<file path="config.mk">
export PLATFORM = sky130hd
export DESIGN_NAME = wav_header_parser_unit
export DESIGN_NICKNAME = d
export VERILOG_FILES = /design/src/hw/rtl/wavhp_pkg.sv /design/src/hw/rtl/wavhp_div.sv /design/src/hw/rtl/wavhp_dp.sv /design/src/hw/rtl/wavhp_ctrl.sv /design/src/hw/rtl/wav_header_parser_unit.sv
export VERILOG_INCLUDE_DIRS = /design/src /design/src/hw/rtl
export SDC_FILE = /design/constraint.sdc
export NUM_CORES = 2
export LEC_CHECK = 0
export ABC_AREA = 1
export BUFFER_PORTS_ARGS = -buffer_cell sky130_fd_sc_hd__buf_2
export CAP_MARGIN = 5
export CORE_ASPECT_RATIO = 0.7
export CORE_MARGIN = 3
export CORE_UTILIZATION = 24
export DETAILED_ROUTE_END_ITERATION = 10
export PLACE_DENSITY_LB_ADDON = 0.2
export SYNTH_ARGS = -nofsm -noshare
export SYNTH_HDL_FRONTEND = slang
export SYNTH_SLANG_ARGS = --single-unit
</file>
<file path="constraint.sdc">
create_clock -name clk -period 21.2 [get_ports clk]
set_clock_uncertainty 0.2 [all_clocks]
set_input_delay 2.12 -clock clk [delete_from_list [all_inputs] [get_ports clk]]
set_output_delay 2.12 -clock clk [all_outputs]
set_load 0.01 [all_outputs]
</file>
<file path="src/hw/rtl/wav_header_parser_unit_macros.svh">
// ----------------------------------------------------------------------------
// wav header parser assertion macros
// concurrent check wrappers, empty when SYNTH is defined
// ----------------------------------------------------------------------------
`ifndef WAV_HEADER_PARSER_UNIT_MACROS_SVH
`define WAV_HEADER_PARSER_UNIT_MACROS_SVH

`ifndef SYNTH
// check sampled on clk, off while rst is high
`define WHP_ASSERT(lbl, prop) \
  lbl: assert property (@(posedge clk) disable iff (rst) prop) \
    else $error("wav header parser: check failed");
// check sampled on clk, also active during reset
`define WHP_ASSERT_ALWAYS(lbl, prop) \
  lbl: assert property (@(posedge clk) prop) \
    else $error("wav header parser: check failed");
`else
`define WHP_ASSERT(lbl, prop)
`define WHP_ASSERT_ALWAYS(lbl, prop)
`endif

`endif

</file>
<file path="src/hw/rtl/wavhp_pkg.sv">
// ----------------------------------------------------------------------------
// wav header parser package
// shared constants, state encodings and controller/datapath structs
// ----------------------------------------------------------------------------
package wavhp_pkg;

  localparam logic [31:0] TAG_RIFF = 32'h4646_4952;
  localparam logic [31:0] TAG_WAVE = 32'h4556_4157;
  localparam logic [31:0] TAG_FMT  = 32'h2074_6D66;
  localparam logic [31:0] TAG_DATA = 32'h6174_6164;

  localparam logic [31:0] FMT_MIN_BYTES = 32'd16;
  localparam logic [15:0] LIMIT_RESET   = 16'd200;
  localparam logic [16:0] OFFSET_MAX    = 17'h1_FFFF;

  // bytes per frame: 16-bit channels times 13-bit whole bytes per sample
  localparam int unsigned BPF_W = 29;

  // register select bit of paddr (byte address / 4)
  localparam logic REG_SEARCH_LIMIT = 1'b0;

  typedef enum logic [2:0] {
    PH_RIFF,
    PH_RSIZE,
    PH_WAVE,
    PH_HDR,
    PH_FMT,
    PH_SKIP
  } phase_t;

  typedef enum logic [2:0] {
    JOB_RUN,
    JOB_IGNORE,
    JOB_MUL,
    JOB_DSTART,
    JOB_DWAIT,
    JOB_LOAD
  } job_t;

  typedef enum logic [1:0] {
    ST_OK,
    ST_BAD_RIFF,
    ST_BAD_WAVE,
    ST_MISSING
  } status_t;

  typedef struct packed {
    logic    take;
    logic    clear;
    phase_t  phase;
    logic    idx_clr;
    logic    hdr_clr;
    logic    skip_load;
    logic    fmt_done;
    logic    mul_go;
    logic    div_start;
    logic    out_load;
    status_t out_code;
  } cmd_t;

  typedef struct packed {
    logic idx_eq3;
    logic idx_ge3;
    logic idx_ge7;
    logic idx_ge15;
    logic riff_ok;
    logic wave_ok;
    logic fmt_tag;
    logic data_tag;
    logic len_ge16;
    logic limit_hit;
    logic skip_zero;
    logic skip_one;
    logic fmt_seen;
    logic div_busy;
  } sts_t;

endpackage

</file>
<file path="src/hw/rtl/wavhp_div.sv">
// ----------------------------------------------------------------------------
// wavhp divider
// restoring unsigned divider, one quotient bit per cycle
// ----------------------------------------------------------------------------
module wavhp_div (
  input  logic                           clk,
  input  logic                           rst,
  input  logic                           start,
  input  logic [31:0]                    dividend,
  input  logic [wavhp_pkg::BPF_W-1:0]    divisor,
  output logic                           busy,
  output logic [31:0]                    quotient
);

  logic [wavhp_pkg::BPF_W-1:0] rem;
  logic [wavhp_pkg::BPF_W:0]   rem_sh;
  logic                        ge;
  logic [4:0]                  count;

  assign rem_sh = {rem, quotient[31]};
  assign ge     = rem_sh >= {1'b0, divisor};

  always_ff @(posedge clk) begin
    if (rst) begin
      busy  <= 1'b0;
      count <= '0;
    end else if (start) begin
      busy  <= 1'b1;
      count <= '0;
    end else if (busy) begin
      count <= count + 5'd1;
      if (count == 5'd31) begin
        busy <= 1'b0;
      end
    end
  end

  always_ff @(posedge clk) begin
    if (start) begin
      rem      <= '0;
      quotient <= dividend;
    end else if (busy) begin
      if (ge) begin
        rem <= wavhp_pkg::BPF_W'(rem_sh - {1'b0, divisor});
      end else begin
        rem <= wavhp_pkg::BPF_W'(rem_sh);
      end
      quotient <= {quotient[30:0], ge};
    end
  end

endmodule

</file>
<file path="src/hw/rtl/wavhp_dp.sv">
// ----------------------------------------------------------------------------
// wavhp datapath
// byte assembly, chunk bookkeeping, fmt capture, frame count and result regs
// ----------------------------------------------------------------------------
module wavhp_dp (
  input  logic                clk,
  input  logic                rst,
  input  wavhp_pkg::cmd_t     cmd,
  input  logic [7:0]          data_byte,
  input  logic [15:0]         search_limit,
  output wavhp_pkg::sts_t     sts,
  output wavhp_pkg::status_t  status,
  output logic [15:0]         channel_count,
  output logic [31:0]         rate_hz,
  output logic [15:0]         sample_bits,
  output logic [31:0]         payload_bytes,
  output logic [16:0]         payload_offset,
  output logic [31:0]         frame_total
);

  logic [4:0]  idx;
  logic [31:0] tag;
  logic [31:0] len;
  logic [16:0] off;
  logic [32:0] skip;
  logic [15:0] held_ch;
  logic [31:0] held_rate;
  logic [15:0] held_bits;
  logic        fmt_seen;
  logic [wavhp_pkg::BPF_W-1:0] bpf;

  logic [4:0]  eff_idx;
  logic [31:0] eff_tag;
  logic [31:0] eff_len;
  logic [16:0] eff_off;
  logic [16:0] off_next;
  logic [31:0] lane;
  logic [31:0] tag_next;
  logic [31:0] len_next;
  logic [32:0] skip_amt;
  logic [33:0] hdr_pos;
  logic        div_busy;
  logic [31:0] quot;

  // first byte of a file starts from a clean parse
  assign eff_idx = cmd.clear ? '0 : idx;
  assign eff_tag = cmd.clear ? '0 : tag;
  assign eff_len = cmd.clear ? '0 : len;
  assign eff_off = cmd.clear ? '0 : off;

  assign off_next = (eff_off >= wavhp_pkg::OFFSET_MAX) ? wavhp_pkg::OFFSET_MAX
                                                       : eff_off + 17'd1;
  assign lane = {24'b0, data_byte} << {eff_idx[1:0], 3'b000};

  always_comb begin
    tag_next = eff_tag;
    len_next = eff_len;
    skip_amt = '0;
    case (cmd.phase)
      wavhp_pkg::PH_RIFF, wavhp_pkg::PH_WAVE: begin
        tag_next = eff_tag | lane;
      end
      wavhp_pkg::PH_HDR: begin
        if (eff_idx < 5'd4) begin
          tag_next = eff_tag | lane;
        end else begin
          len_next = eff_len | lane;
        end
        // whole body plus pad byte on odd size
        skip_amt = {1'b0, len_next} + 33'(len_next[0]);
      end
      wavhp_pkg::PH_FMT: begin
        // rest of the fmt body plus pad
        skip_amt = {1'b0, eff_len - wavhp_pkg::FMT_MIN_BYTES} + 33'(eff_len[0]);
      end
      default: begin
      end
    endcase
  end

  // offset of the next chunk header
  assign hdr_pos = {17'b0, off_next} + {1'b0, skip_amt};

  always_comb begin
    sts.idx_eq3   = eff_idx == 5'd3;
    sts.idx_ge3   = eff_idx >= 5'd3;
    sts.idx_ge7   = eff_idx >= 5'd7;
    sts.idx_ge15  = eff_idx >= 5'd15;
    sts.riff_ok   = tag_next == wavhp_pkg::TAG_RIFF;
    sts.wave_ok   = tag_next == wavhp_pkg::TAG_WAVE;
    sts.fmt_tag   = tag_next == wavhp_pkg::TAG_FMT;
    sts.data_tag  = tag_next == wavhp_pkg::TAG_DATA;
    sts.len_ge16  = len_next >= wavhp_pkg::FMT_MIN_BYTES;
    sts.limit_hit = hdr_pos >= {18'b0, search_limit};
    sts.skip_zero = skip_amt == '0;
    sts.skip_one  = skip == 33'd1;
    sts.fmt_seen  = fmt_seen;
    sts.div_busy  = div_busy;
  end

  always_ff @(posedge clk) begin
    if (rst) begin
      idx       <= '0;
      tag       <= '0;
      len       <= '0;
      off       <= '0;
      skip      <= '0;
      held_ch   <= '0;
      held_rate <= '0;
      held_bits <= '0;
      fmt_seen  <= 1'b0;
    end else if (cmd.take) begin
      idx <= cmd.idx_clr ? '0 : eff_idx + 5'd1;
      tag <= cmd.hdr_clr ? '0 : tag_next;
      len <= cmd.hdr_clr ? '0 : len_next;
      off <= off_next;
      if (cmd.skip_load) begin
        skip <= skip_amt;
      end else if (cmd.phase == wavhp_pkg::PH_SKIP) begin
        skip <= skip - 33'd1;
      end
      if (cmd.clear) begin
        held_ch   <= '0;
        held_rate <= '0;
        held_bits <= '0;
        fmt_seen  <= 1'b0;
      end else if (cmd.phase == wavhp_pkg::PH_FMT) begin
        case (eff_idx)
          5'd2:    held_ch[7:0]     <= data_byte;
          5'd3:    held_ch[15:8]    <= data_byte;
          5'd4:    held_rate[7:0]   <= data_byte;
          5'd5:    held_rate[15:8]  <= data_byte;
          5'd6:    held_rate[23:16] <= data_byte;
          5'd7:    held_rate[31:24] <= data_byte;
          5'd14:   held_bits[7:0]   <= data_byte;
          5'd15:   held_bits[15:8]  <= data_byte;
          default: begin
          end
        endcase
        if (cmd.fmt_done) begin
          fmt_seen <= 1'b1;
        end
      end
    end
  end

  // bytes per frame, one registered multiply
  always_ff @(posedge clk) begin
    if (cmd.mul_go) begin
      bpf <= held_ch * held_bits[15:3];
    end
  end

  wavhp_div u_div (
    .clk      (clk),
    .rst      (rst),
    .start    (cmd.div_start),
    .dividend (len),
    .divisor  (bpf),
    .busy     (div_busy),
    .quotient (quot)
  );

  always_ff @(posedge clk) begin
    if (cmd.out_load) begin
      status <= cmd.out_code;
      if (cmd.out_code == wavhp_pkg::ST_OK) begin
        channel_count  <= held_ch;
        rate_hz        <= held_rate;
        sample_bits    <= held_bits;
        payload_bytes  <= len;
        payload_offset <= off;
        frame_total    <= (bpf == '0) ? '0 : quot;
      end else begin
        channel_count  <= '0;
        rate_hz        <= '0;
        sample_bits    <= '0;
        payload_bytes  <= '0;
        payload_offset <= '0;
        frame_total    <= '0;
      end
    end
  end

endmodule

</file>
<file path="src/hw/rtl/wavhp_ctrl.sv">
// ----------------------------------------------------------------------------
// wavhp controller
// parse phase and job sequencing, result handshake
// ----------------------------------------------------------------------------
module wavhp_ctrl (
  input  logic             clk,
  input  logic             rst,
  input  logic             in_valid,
  input  logic             in_first,
  input  logic             in_last,
  output logic             in_ready,
  output logic             out_valid,
  input  logic             out_ready,
  input  wavhp_pkg::sts_t  sts,
  output wavhp_pkg::cmd_t  cmd
);

  wavhp_pkg::phase_t  phase, phase_next, ph;
  wavhp_pkg::job_t    job, job_next;
  wavhp_pkg::status_t res_code;
  logic               res_v;
  logic               out_free;
  logic               in_take;

  assign out_free = !out_valid || out_ready;

  always_ff @(posedge clk) begin
    if (rst) begin
      phase     <= wavhp_pkg::PH_RIFF;
      job       <= wavhp_pkg::JOB_RUN;
      out_valid <= 1'b0;
    end else begin
      job <= job_next;
      if (cmd.take) begin
        phase <= phase_next;
      end
      if (cmd.out_load) begin
        out_valid <= 1'b1;
      end else if (out_ready) begin
        out_valid <= 1'b0;
      end
    end
  end

  always_comb begin
    cmd        = '0;
    job_next   = job;
    phase_next = wavhp_pkg::PH_RIFF;
    res_v      = 1'b0;
    res_code   = wavhp_pkg::ST_OK;
    in_ready   = 1'b0;
    in_take    = 1'b0;
    ph         = in_first ? wavhp_pkg::PH_RIFF : phase;

    case (job)
      wavhp_pkg::JOB_RUN, wavhp_pkg::JOB_IGNORE: begin
        in_ready = out_free;
        in_take  = in_valid && out_free;
      end
      default: begin
      end
    endcase

    // after a result, bytes are dropped until a new file starts
    cmd.take  = in_take && (job == wavhp_pkg::JOB_RUN || in_first);
    cmd.clear = cmd.take && in_first;
    cmd.phase = ph;
    phase_next = ph;

    case (ph)
      wavhp_pkg::PH_RIFF: begin
        if (sts.idx_eq3) begin
          if (!sts.riff_ok) begin
            res_v    = 1'b1;
            res_code = wavhp_pkg::ST_BAD_RIFF;
          end else begin
            phase_next  = wavhp_pkg::PH_RSIZE;
            cmd.idx_clr = 1'b1;
          end
        end
      end
      wavhp_pkg::PH_RSIZE: begin
        if (sts.idx_ge3) begin
          phase_next  = wavhp_pkg::PH_WAVE;
          cmd.idx_clr = 1'b1;
          cmd.hdr_clr = 1'b1;
        end
      end
      wavhp_pkg::PH_WAVE: begin
        if (sts.idx_eq3) begin
          if (!sts.wave_ok) begin
            res_v    = 1'b1;
            res_code = wavhp_pkg::ST_BAD_WAVE;
          end else if (sts.limit_hit) begin
            res_v    = 1'b1;
            res_code = wavhp_pkg::ST_MISSING;
          end else begin
            phase_next  = wavhp_pkg::PH_HDR;
            cmd.idx_clr = 1'b1;
            cmd.hdr_clr = 1'b1;
          end
        end
      end
      wavhp_pkg::PH_HDR: begin
        if (sts.idx_ge7) begin
          if (sts.data_tag) begin
            res_v    = 1'b1;
            res_code = sts.fmt_seen ? wavhp_pkg::ST_OK : wavhp_pkg::ST_MISSING;
          end else if (sts.fmt_tag && sts.len_ge16) begin
            phase_next  = wavhp_pkg::PH_FMT;
            cmd.idx_clr = 1'b1;
          end else if (sts.limit_hit) begin
            res_v    = 1'b1;
            res_code = wavhp_pkg::ST_MISSING;
          end else if (sts.skip_zero) begin
            phase_next  = wavhp_pkg::PH_HDR;
            cmd.idx_clr = 1'b1;
            cmd.hdr_clr = 1'b1;
          end else begin
            phase_next    = wavhp_pkg::PH_SKIP;
            cmd.skip_load = 1'b1;
          end
        end
      end
      wavhp_pkg::PH_FMT: begin
        if (sts.idx_ge15) begin
          cmd.fmt_done = 1'b1;
          if (sts.limit_hit) begin
            res_v    = 1'b1;
            res_code = wavhp_pkg::ST_MISSING;
          end else if (sts.skip_zero) begin
            phase_next  = wavhp_pkg::PH_HDR;
            cmd.idx_clr = 1'b1;
            cmd.hdr_clr = 1'b1;
          end else begin
            phase_next    = wavhp_pkg::PH_SKIP;
            cmd.skip_load = 1'b1;
          end
        end
      end
      wavhp_pkg::PH_SKIP: begin
        if (sts.skip_one) begin
          phase_next  = wavhp_pkg::PH_HDR;
          cmd.idx_clr = 1'b1;
          cmd.hdr_clr = 1'b1;
        end
      end
      default: begin
      end
    endcase

    // end of file before a decision
    if (!res_v && in_last) begin
      res_v = 1'b1;
      case (phase_next)
        wavhp_pkg::PH_RIFF, wavhp_pkg::PH_RSIZE: res_code = wavhp_pkg::ST_BAD_RIFF;
        wavhp_pkg::PH_WAVE:                      res_code = wavhp_pkg::ST_BAD_WAVE;
        default:                                 res_code = wavhp_pkg::ST_MISSING;
      endcase
    end

    case (job)
      wavhp_pkg::JOB_RUN, wavhp_pkg::JOB_IGNORE: begin
        if (cmd.take && res_v) begin
          if (res_code == wavhp_pkg::ST_OK) begin
            job_next = wavhp_pkg::JOB_MUL;
          end else begin
            cmd.out_load = 1'b1;
            cmd.out_code = res_code;
            job_next     = wavhp_pkg::JOB_IGNORE;
          end
        end else if (cmd.take) begin
          job_next = wavhp_pkg::JOB_RUN;
        end
      end
      wavhp_pkg::JOB_MUL: begin
        cmd.mul_go = 1'b1;
        job_next   = wavhp_pkg::JOB_DSTART;
      end
      wavhp_pkg::JOB_DSTART: begin
        cmd.div_start = 1'b1;
        job_next      = wavhp_pkg::JOB_DWAIT;
      end
      wavhp_pkg::JOB_DWAIT: begin
        if (!sts.div_busy) begin
          job_next = wavhp_pkg::JOB_LOAD;
        end
      end
      wavhp_pkg::JOB_LOAD: begin
        if (out_free) begin
          cmd.out_load = 1'b1;
          cmd.out_code = wavhp_pkg::ST_OK;
          job_next     = wavhp_pkg::JOB_IGNORE;
        end
      end
      default: begin
        job_next = wavhp_pkg::JOB_RUN;
      end
    endcase
  end

endmodule

</file>
<file path="src/hw/rtl/wav_header_parser_unit.sv">
// ----------------------------------------------------------------------------
// wav header parser unit
// streams a RIFF/WAVE file one byte per item and reports its format summary
// ----------------------------------------------------------------------------
// The file enters one byte per input item; first_byte (tuser) starts a new
// file and last_byte (tlast) marks its end. The block checks the RIFF magic
// and WAVE tag, walks chunk headers, captures channels, sample rate and bit
// depth from a fmt chunk of at least 16 bytes and stops at the first data
// chunk header. Each file yields exactly one result item: status 0 with the
// fmt values, data size, data offset and frame count, or an error status
// (1 bad RIFF, 2 bad WAVE, 3 fmt/data missing, end of file after the WAVE tag
// or a chunk header at or past search_limit) with all other fields zero.
// Bytes after a result are accepted and dropped until the next first_byte.
// While parsing, one byte is taken every cycle. An error result is ready on
// the cycle after the byte that decides it. A good result passes through a
// multiply for bytes per frame, a divider start, the bit-serial divider run,
// a step that sees the divider idle and a load step after the data chunk
// header byte is taken; input is held off during that time. The input also
// stalls while a finished result waits and the output side is not ready.
// search_limit sits at APB byte address 0, reset value 200.
// ----------------------------------------------------------------------------
`include "wav_header_parser_unit_macros.svh"

module wav_header_parser_unit (
  input  logic         clk,
  input  logic         rst,

  // input stream
  input  logic         s_tvalid,
  output logic         s_tready,
  input  logic [7:0]   s_tdata,   // [7:0] data_byte
  input  logic [0:0]   s_tuser,   // [0] first_byte
  input  logic         s_tlast,   // last_byte

  // result stream
  output logic         m_tvalid,
  input  logic         m_tready,
  // [1:0] status, [17:2] channel_count, [49:18] rate_hz, [65:50] sample_bits,
  // [97:66] payload_bytes, [114:98] payload_offset, [146:115] frame_total,
  // [151:147] zero
  output logic [151:0] m_tdata,

  // configuration
  input  logic         psel,
  input  logic         penable,
  input  logic         pwrite,
  input  logic [2:0]   paddr,
  input  logic [31:0]  pwdata,
  output logic [31:0]  prdata,
  output logic         pready
);

  logic [15:0]         search_limit;
  wavhp_pkg::cmd_t     cmd;
  wavhp_pkg::sts_t     sts;
  wavhp_pkg::status_t  status;
  logic [15:0]         channel_count;
  logic [31:0]         rate_hz;
  logic [15:0]         sample_bits;
  logic [31:0]         payload_bytes;
  logic [16:0]         payload_offset;
  logic [31:0]         frame_total;

  // apb register file: a single word, always ready
  assign pready = 1'b1;

  always_ff @(posedge clk) begin
    if (rst) begin
      search_limit <= wavhp_pkg::LIMIT_RESET;
    end else if (psel && penable && pwrite && pready &&
                 paddr[2] == wavhp_pkg::REG_SEARCH_LIMIT) begin
      search_limit <= pwdata[15:0];
    end
  end

  always_comb begin
    if (paddr[2] == wavhp_pkg::REG_SEARCH_LIMIT) begin
      prdata = {16'b0, search_limit};
    end else begin
      prdata = '0;
    end
  end

  // sequencing: parse phase, multiply/divide steps and result handshake
  wavhp_ctrl u_ctrl (
    .clk       (clk),
    .rst       (rst),
    .in_valid  (s_tvalid),
    .in_first  (s_tuser[0]),
    .in_last   (s_tlast),
    .in_ready  (s_tready),
    .out_valid (m_tvalid),
    .out_ready (m_tready),
    .sts       (sts),
    .cmd       (cmd)
  );

  // byte fields, chunk counters, fmt values, divider and result registers
  wavhp_dp u_dp (
    .clk            (clk),
    .rst            (rst),
    .cmd            (cmd),
    .data_byte      (s_tdata),
    .search_limit   (search_limit),
    .sts            (sts),
    .status         (status),
    .channel_count  (channel_count),
    .rate_hz        (rate_hz),
    .sample_bits    (sample_bits),
    .payload_bytes  (payload_bytes),
    .payload_offset (payload_offset),
    .frame_total    (frame_total)
  );

  assign m_tdata = {5'b0, frame_total, payload_offset, payload_bytes,
                    sample_bits, rate_hz, channel_count, status};

  // a waiting result must hold the input side off
  `WHP_ASSERT(a_stall_blocks_input, (m_tvalid && !m_tready) |-> !s_tready)
  // the result register is only written when it is free
  `WHP_ASSERT(a_load_when_free, cmd.out_load |-> (!m_tvalid || m_tready))
  // no division is started on top of a running one
  `WHP_ASSERT(a_div_start_idle, cmd.div_start |-> !sts.div_busy)
  // reset leaves no result pending
  `WHP_ASSERT_ALWAYS(a_reset_clears_out, $past(rst) |-> !m_tvalid)

endmodule
</file>
---- Word-level counts from Yosys, hierarchy flattened ----
Cells that the tools add are included.
word-level totals
  bits in registers ....................... 450
  input bits .............................. 52
  memories ................................ 0
  bits in read-only memories .............. 0
  bits in latches ......................... 0
  output and inout port bits .............. 187
  bits in writable memories ............... 0
  word-level logic and storage cells ...... 245
operators by class
  divide/modulo/power cells ............... 0
  add/sub/neg operators ................... 9
  mux-type cells .......................... 114
  order comparisons ....................... 8
  bitwise gates (word level) .............. 4
  reduce and logical (&&, ||, !) cells .... 49
  shifts and indexed selects .............. 1
  equality and inequality tests ........... 29
  multipliers ............................. 1
operator list
  operator                 count
  $mux W32                 12
  $eq A32 B31 Y1 const B   3
  $mux W16                 5
  $mux W3                  24
  $add A32 B1 Y33          2
  $mux W33                 2
  $pmux W33 S2             1
  $mux W8                  8
  $or A32 B32 Y32          2
  $pmux W32 S2             1
  $mux W2                  18
  $add A17 B33 Y34         1
  $ge A34 B16 Y1           1
  $mux W17                 2
  $eq A33 B1 Y1 const B    1
  $logic_not A33 Y1        1
  $sub A33 B1 Y33 const B  1
  $eq A32 B30 Y1 const B   1
  $ge A32 B5 Y1 const B    1
  $shl A8 B5 Y32           1
  $sub A32 B5 Y32 const B  1
  $ge A30 B29 Y1           1
  $reduce_and A3 Y1        10
  $logic_not A29 Y1        1
  41 further kinds         114

---- Longest topological paths before layout ----
  depth after elaboration ................. 31
  depth in mapped cells ................... 67
  mapped depth without buffers ............ 61

---- Cells and area by module ----
From an unflattened synthesis, not the netlist that was laid out.
second synthesis, totals
  cell total of the unflattened synthesis .. 4,872
  area, all modules ....................... 34,476.8 µm²
modules (own cells, without submodules)
  module                  area each (µm²)  sequential area each (µm²)  times used  cells each
  wavhp_dp                27,244.9         8,968.6                     1           3,693
  wavhp_div               5,297.6          1,661.6                     1           844
  wav_header_parser_unit  1,061.0          320.3                       1           161
  wavhp_ctrl              873.3            140.1                       1           174

---- Least setup slack after synthesis ----
Ideal clock, no wire load.
  kind .................................... input port to flip-flop
  start ................................... in m_tready
  end ..................................... reg u_dp.channel_count[0] (enable)
  path buffers ............................ 4
  stages .................................. 62
  data required time ...................... 18.950 ns
  setup time .............................. 2.050 ns
  arrival time ............................ 13.231 ns
  slack ................................... 5.720 ns
  cells stage by stage .................... inv_1 nand2_1 nand3_1 nor2_1 buf_2 buf_2 buf_1 buf_1 nor2_1 ha_1 inv_1 nor2_1 nand2_1 nor2_1 nand3_1 inv_1 nand3_1 nor3_1 [26 not listed] nor2_1 nand2_1 nor2_1 nand2_1 nor2_2 nand2_2 nor2_4 nand2_4 nand2_2 o21ai_1 inv_1 nand4_1 clkinv_1 nand2_1 nand2_1 nand2_2 nand2_4 o21ai_0
RTL lines
  item                  line                          text
  from (decl)           wav_header_parser_unit.sv:37  input logic m_tready,
  to (signal assigned)  wavhp_dp.sv:168               channel_count <= held_ch;
  to (decl)             wavhp_dp.sv:13                output logic [15:0] channel_count,

---- Final worst setup path ----
  start ................................... in m_tready
  end ..................................... reg u_dp.payload_bytes[31] (data pin)
between the ends
  word-level cells in the longest chain between the ends .. 28
  elaborated cells between the ends (all ways) .. 86
  classes of those cells .................. add/sub: 5; order compare: 7; eq/ne: 7; shift: 1; mux: 51; bitwise: 2; reduce/logical: 13
RTL lines
  item                                                                       line               text
  $logic_or A1 B1 Y1 (*)                                                     wavhp_ctrl.sv:25   assign out_free = !out_valid || out_ready;
  $logic_and A1 B1 Y1 (*)                                                    wavhp_ctrl.sv:58   in_take = in_valid && out_free;
  $mux W1 (*)                                                                wavhp_ctrl.sv:55   case (job)
  $logic_and A1 B1 Y1 (*)                                                    wavhp_ctrl.sv:65   cmd.take = in_take && (job == wavhp_pkg::JOB_RUN || in_first);
  parallel branches: the longest is 21 deep, another holds $add A17 B33 Y34  --
  $mux W3 (*)                                                                wavhp_ctrl.sv:164  if (cmd.take && res_v) begin
  $pmux W3 S2 (*)                                                            wavhp_ctrl.sv:162  case (job)
  $logic_not A2 Y1 (*)                                                       wavhp_dp.sv:167    if (cmd.out_code == wavhp_pkg::ST_OK) begin
  to (signal assigned)                                                       wavhp_dp.sv:171    payload_bytes <= len;
  to (decl)                                                                  wavhp_dp.sv:16     output logic [31:0] payload_bytes,
Every way passes the cells marked *. The select of a mux whose other input is x is not followed.
A chain may end at the register's enable or synchronous reset.

==> run metrics <==
CTS tree=yes; fmax=81.7 MHz; Post-synth EDFFs=208; number of antenna violations at the first check in global routing=13; Clock Latency Late Sink=0.69 ns; cell area after synthesis=33800 um^2; max cap viols=0; Final Total Pwr=0.00324 W; WL/cell=18.4 um; Crit Path Class=in -> reg; I/O pin count=239; IR drop worst, VDD=0.0639 mV; hold-fix buffers at CTS=0; initial DRC count=2592; Setup crit start kind=input pin; synth warn=0; Via density=4.57; top_reg_cell synth=dfxtp_1; clock buffer count from CTS=57; pin count of the biggest net entering global routing=98; grt total ovfl=0; most numerous cell in the Yosys netlist=nand2_1; Tot GR Track Use=0.162; hold slack=0.257 ns; post-DP HPWL=90300 um; outcome=finished, final reports clean; # placed instances=6386; DRC=0; drt total wl=119000 um; first-pass GRT wire length=181000 um; PortBufs=198; Hold WC Path Type=reg -> reg; die width=455 um; CTS H-tree lvls=2; Avg Synthesized Cell Area=7.57 um^2; Num Clock Sinks=450; asr flop ratio synth=0; post-synthesis sequential area ratio=0.328; Yosys top cell by area=edfxtp_1; Synth cell types=65; DIE AREA=146000 um^2; post-route antenna net violation count=0; CTS Root Cell=clkbuf_16; Max Transition Viols Final=0; nets=4946; Final Non-Filler Cells=6493; routability cong.=0.937; post-layout util=0.277; Crit path top cell by count=nand2_1; PD cells=84.2 nW/um^2; worst stage delay on the critical path=0.85 ns; number of global-route vias before repair=28300; Setup Buffers After CTS=0; total negative slack=0 ns; reg2reg path depth=46; R2R Setup Slk=10.22 ns; Slew HR=0.226; Synth top area share=0.185; First-pass DRT Iterations=6; Die Y=320 um; CP max-delay cell=buf_4; fin crit share=0.577; Worst-path clk slew=0.07 ns; Max clock buf depth=3; ratio of cells with drive above 1 in the final layout=0.119; row count=114; Yosys reg bits=450; Period minus WS final=12.24 ns; critical path arrival=12.42 ns; detailed-route via count=29700; Hold Path Stages=2; Commonest cells post-synth=866 x nand2_1, 718 x inv_1, 408 x nor2_1; RSZ-0062 raised after global routing=false; post_cts resized=0; Worst setup EP type=flip-flop; setup violators final=0; area grow syn2layout=13.7%; worst slew pin tran=1.15 ns; Final Hold Viols=0; required time worst endpoint=21.38 ns; Fill cells=15300; core area=139000 um^2; post-synthesis cell count=4469; Worst Path Max Fanout=82; top cells by area, synth=edfxtp_1 18%, dfxtp_1 14%, nand2_1 9.6%, fa_1 9.2%, inv_1 8.0%; Leak=17.5 nW; Initial Utilization=0.243
## final timing paths
kind / startpoint / end
min reg2reg: u_dp.held_rate[8]$_SDFFE_PP0P_ / u_dp.held_rate[8]$_SDFFE_PP0P_
min: u_dp.held_rate[8]$_SDFFE_PP0P_ / u_dp.held_rate[8]$_SDFFE_PP0P_
max: m_tready / u_dp.payload_bytes[31]$_SDFFCE_PP0P_
max reg2reg: u_ctrl.job[1]$_SDFFE_PP0P_ / u_dp.payload_bytes[31]$_SDFFCE_PP0P_
## critical path: cells and delay by family
kind	cells	cell delay (ns)
buffers and inverters	9	3.10
AOI/OAI and AO/OA	7	1.92
adders and majority gates	3	1.08
and+or+nand+nor	28	3.85
xor gates and xnor gates	1	0.23
## layout by cell type, fill, tap and decap left out, types with 12 or more instances in the layout
cell type / instances
clkbuf_16: 59
o21ai_0: 286
nand4_1: 74
xor2_1: 66
nor4_1: 38
a21oi_1: 367
dfxtp_1: 242
edfxtp_1: 208
o21ai_2: 21
ha_1: 149
nor2_2: 22
conb_1: 22
buf_4: 51
o211ai_1: 12
nor2_4: 84
o21ai_1: 41
nand3_1: 246
nor3_1: 42
nand2_1: 865
xnor2_1: 37
inv_2: 20
fa_1: 156
a31oi_1: 20
buf_2: 197
clkinv_2: 12
nand2_2: 33
nor2_1: 406
inv_1: 716
## sequential cells by signal, summed over array words and instances, names as in the netlist, 17 cells and up
register	count
u_dp.bpf	29
u_dp.frame_total	32
u_dp.held_rate	32
u_dp.len	32
u_dp.off	17
u_dp.payload_bytes	32
u_dp.payload_offset	17
u_dp.rate_hz	32
u_dp.skip	33
u_dp.tag	32
u_dp.u_div.quotient	32
u_dp.u_div.rem	29
## cells by family after synthesis
family                     Yosys count  share of synthesized area
and+or+nand+nor                   1849                      0.254
xor gates and xnor gates           103                     0.0267
buffers and inverters              951                      0.115
AOI/OAI and AO/OA                  809                      0.129
adders and majority gates          305                      0.147
other                                2                   0.000222
DFF                                450                      0.328
## metal layers
metal	vias to the layer above	share of wire	global-route usage	routed length (um)
li1	14600	-	-	-
met3	128	0.074	0.0354	8800
met5	-	0.00016	0	19
met1	14000	0.53	0.261	63400
met4	2	0.022	0.0369	2600
met2	910	0.37	0.212	44500
## per-stage QoR
stage          setup slack (ns)  area [um^2]
2_1_floorplan              5.72        33900
3_3_place_gp               8.45        36600
3_5_place_dp               8.44        36600
4_1_cts                    9.16        38400
5_1_grt                    8.13        38400
6_report                   8.96        38400
## power by group
group | switching (W) | internal, W | total (W)
Sequential | 0.0000812 | 0.00105 | 0.00113
Clock | 0.000440 | 0.000565 | 0.00101
Combinational | 0.000755 | 0.000349 | 0.00110
Total | 0.00128 | 0.00196 | 0.00324
## area by class of cell
cell class / count / area, um^2 / share of cell area
inverters: 744 / 2800 / 0.0729
clock inverters: 34 / 348 / 0.00905
diodes: 2 / 5.00 / 0.000130
flip-flops and latches: 450 / 11100 / 0.288
repair buffers: 248 / 1370 / 0.0356
multi-input cells: 3088 / 19000 / 0.494
well taps: 1856 / 2320 / 0.0604
clock buffers: 71 / 1530 / 0.0398
Power figures use the tool's default switching activity.
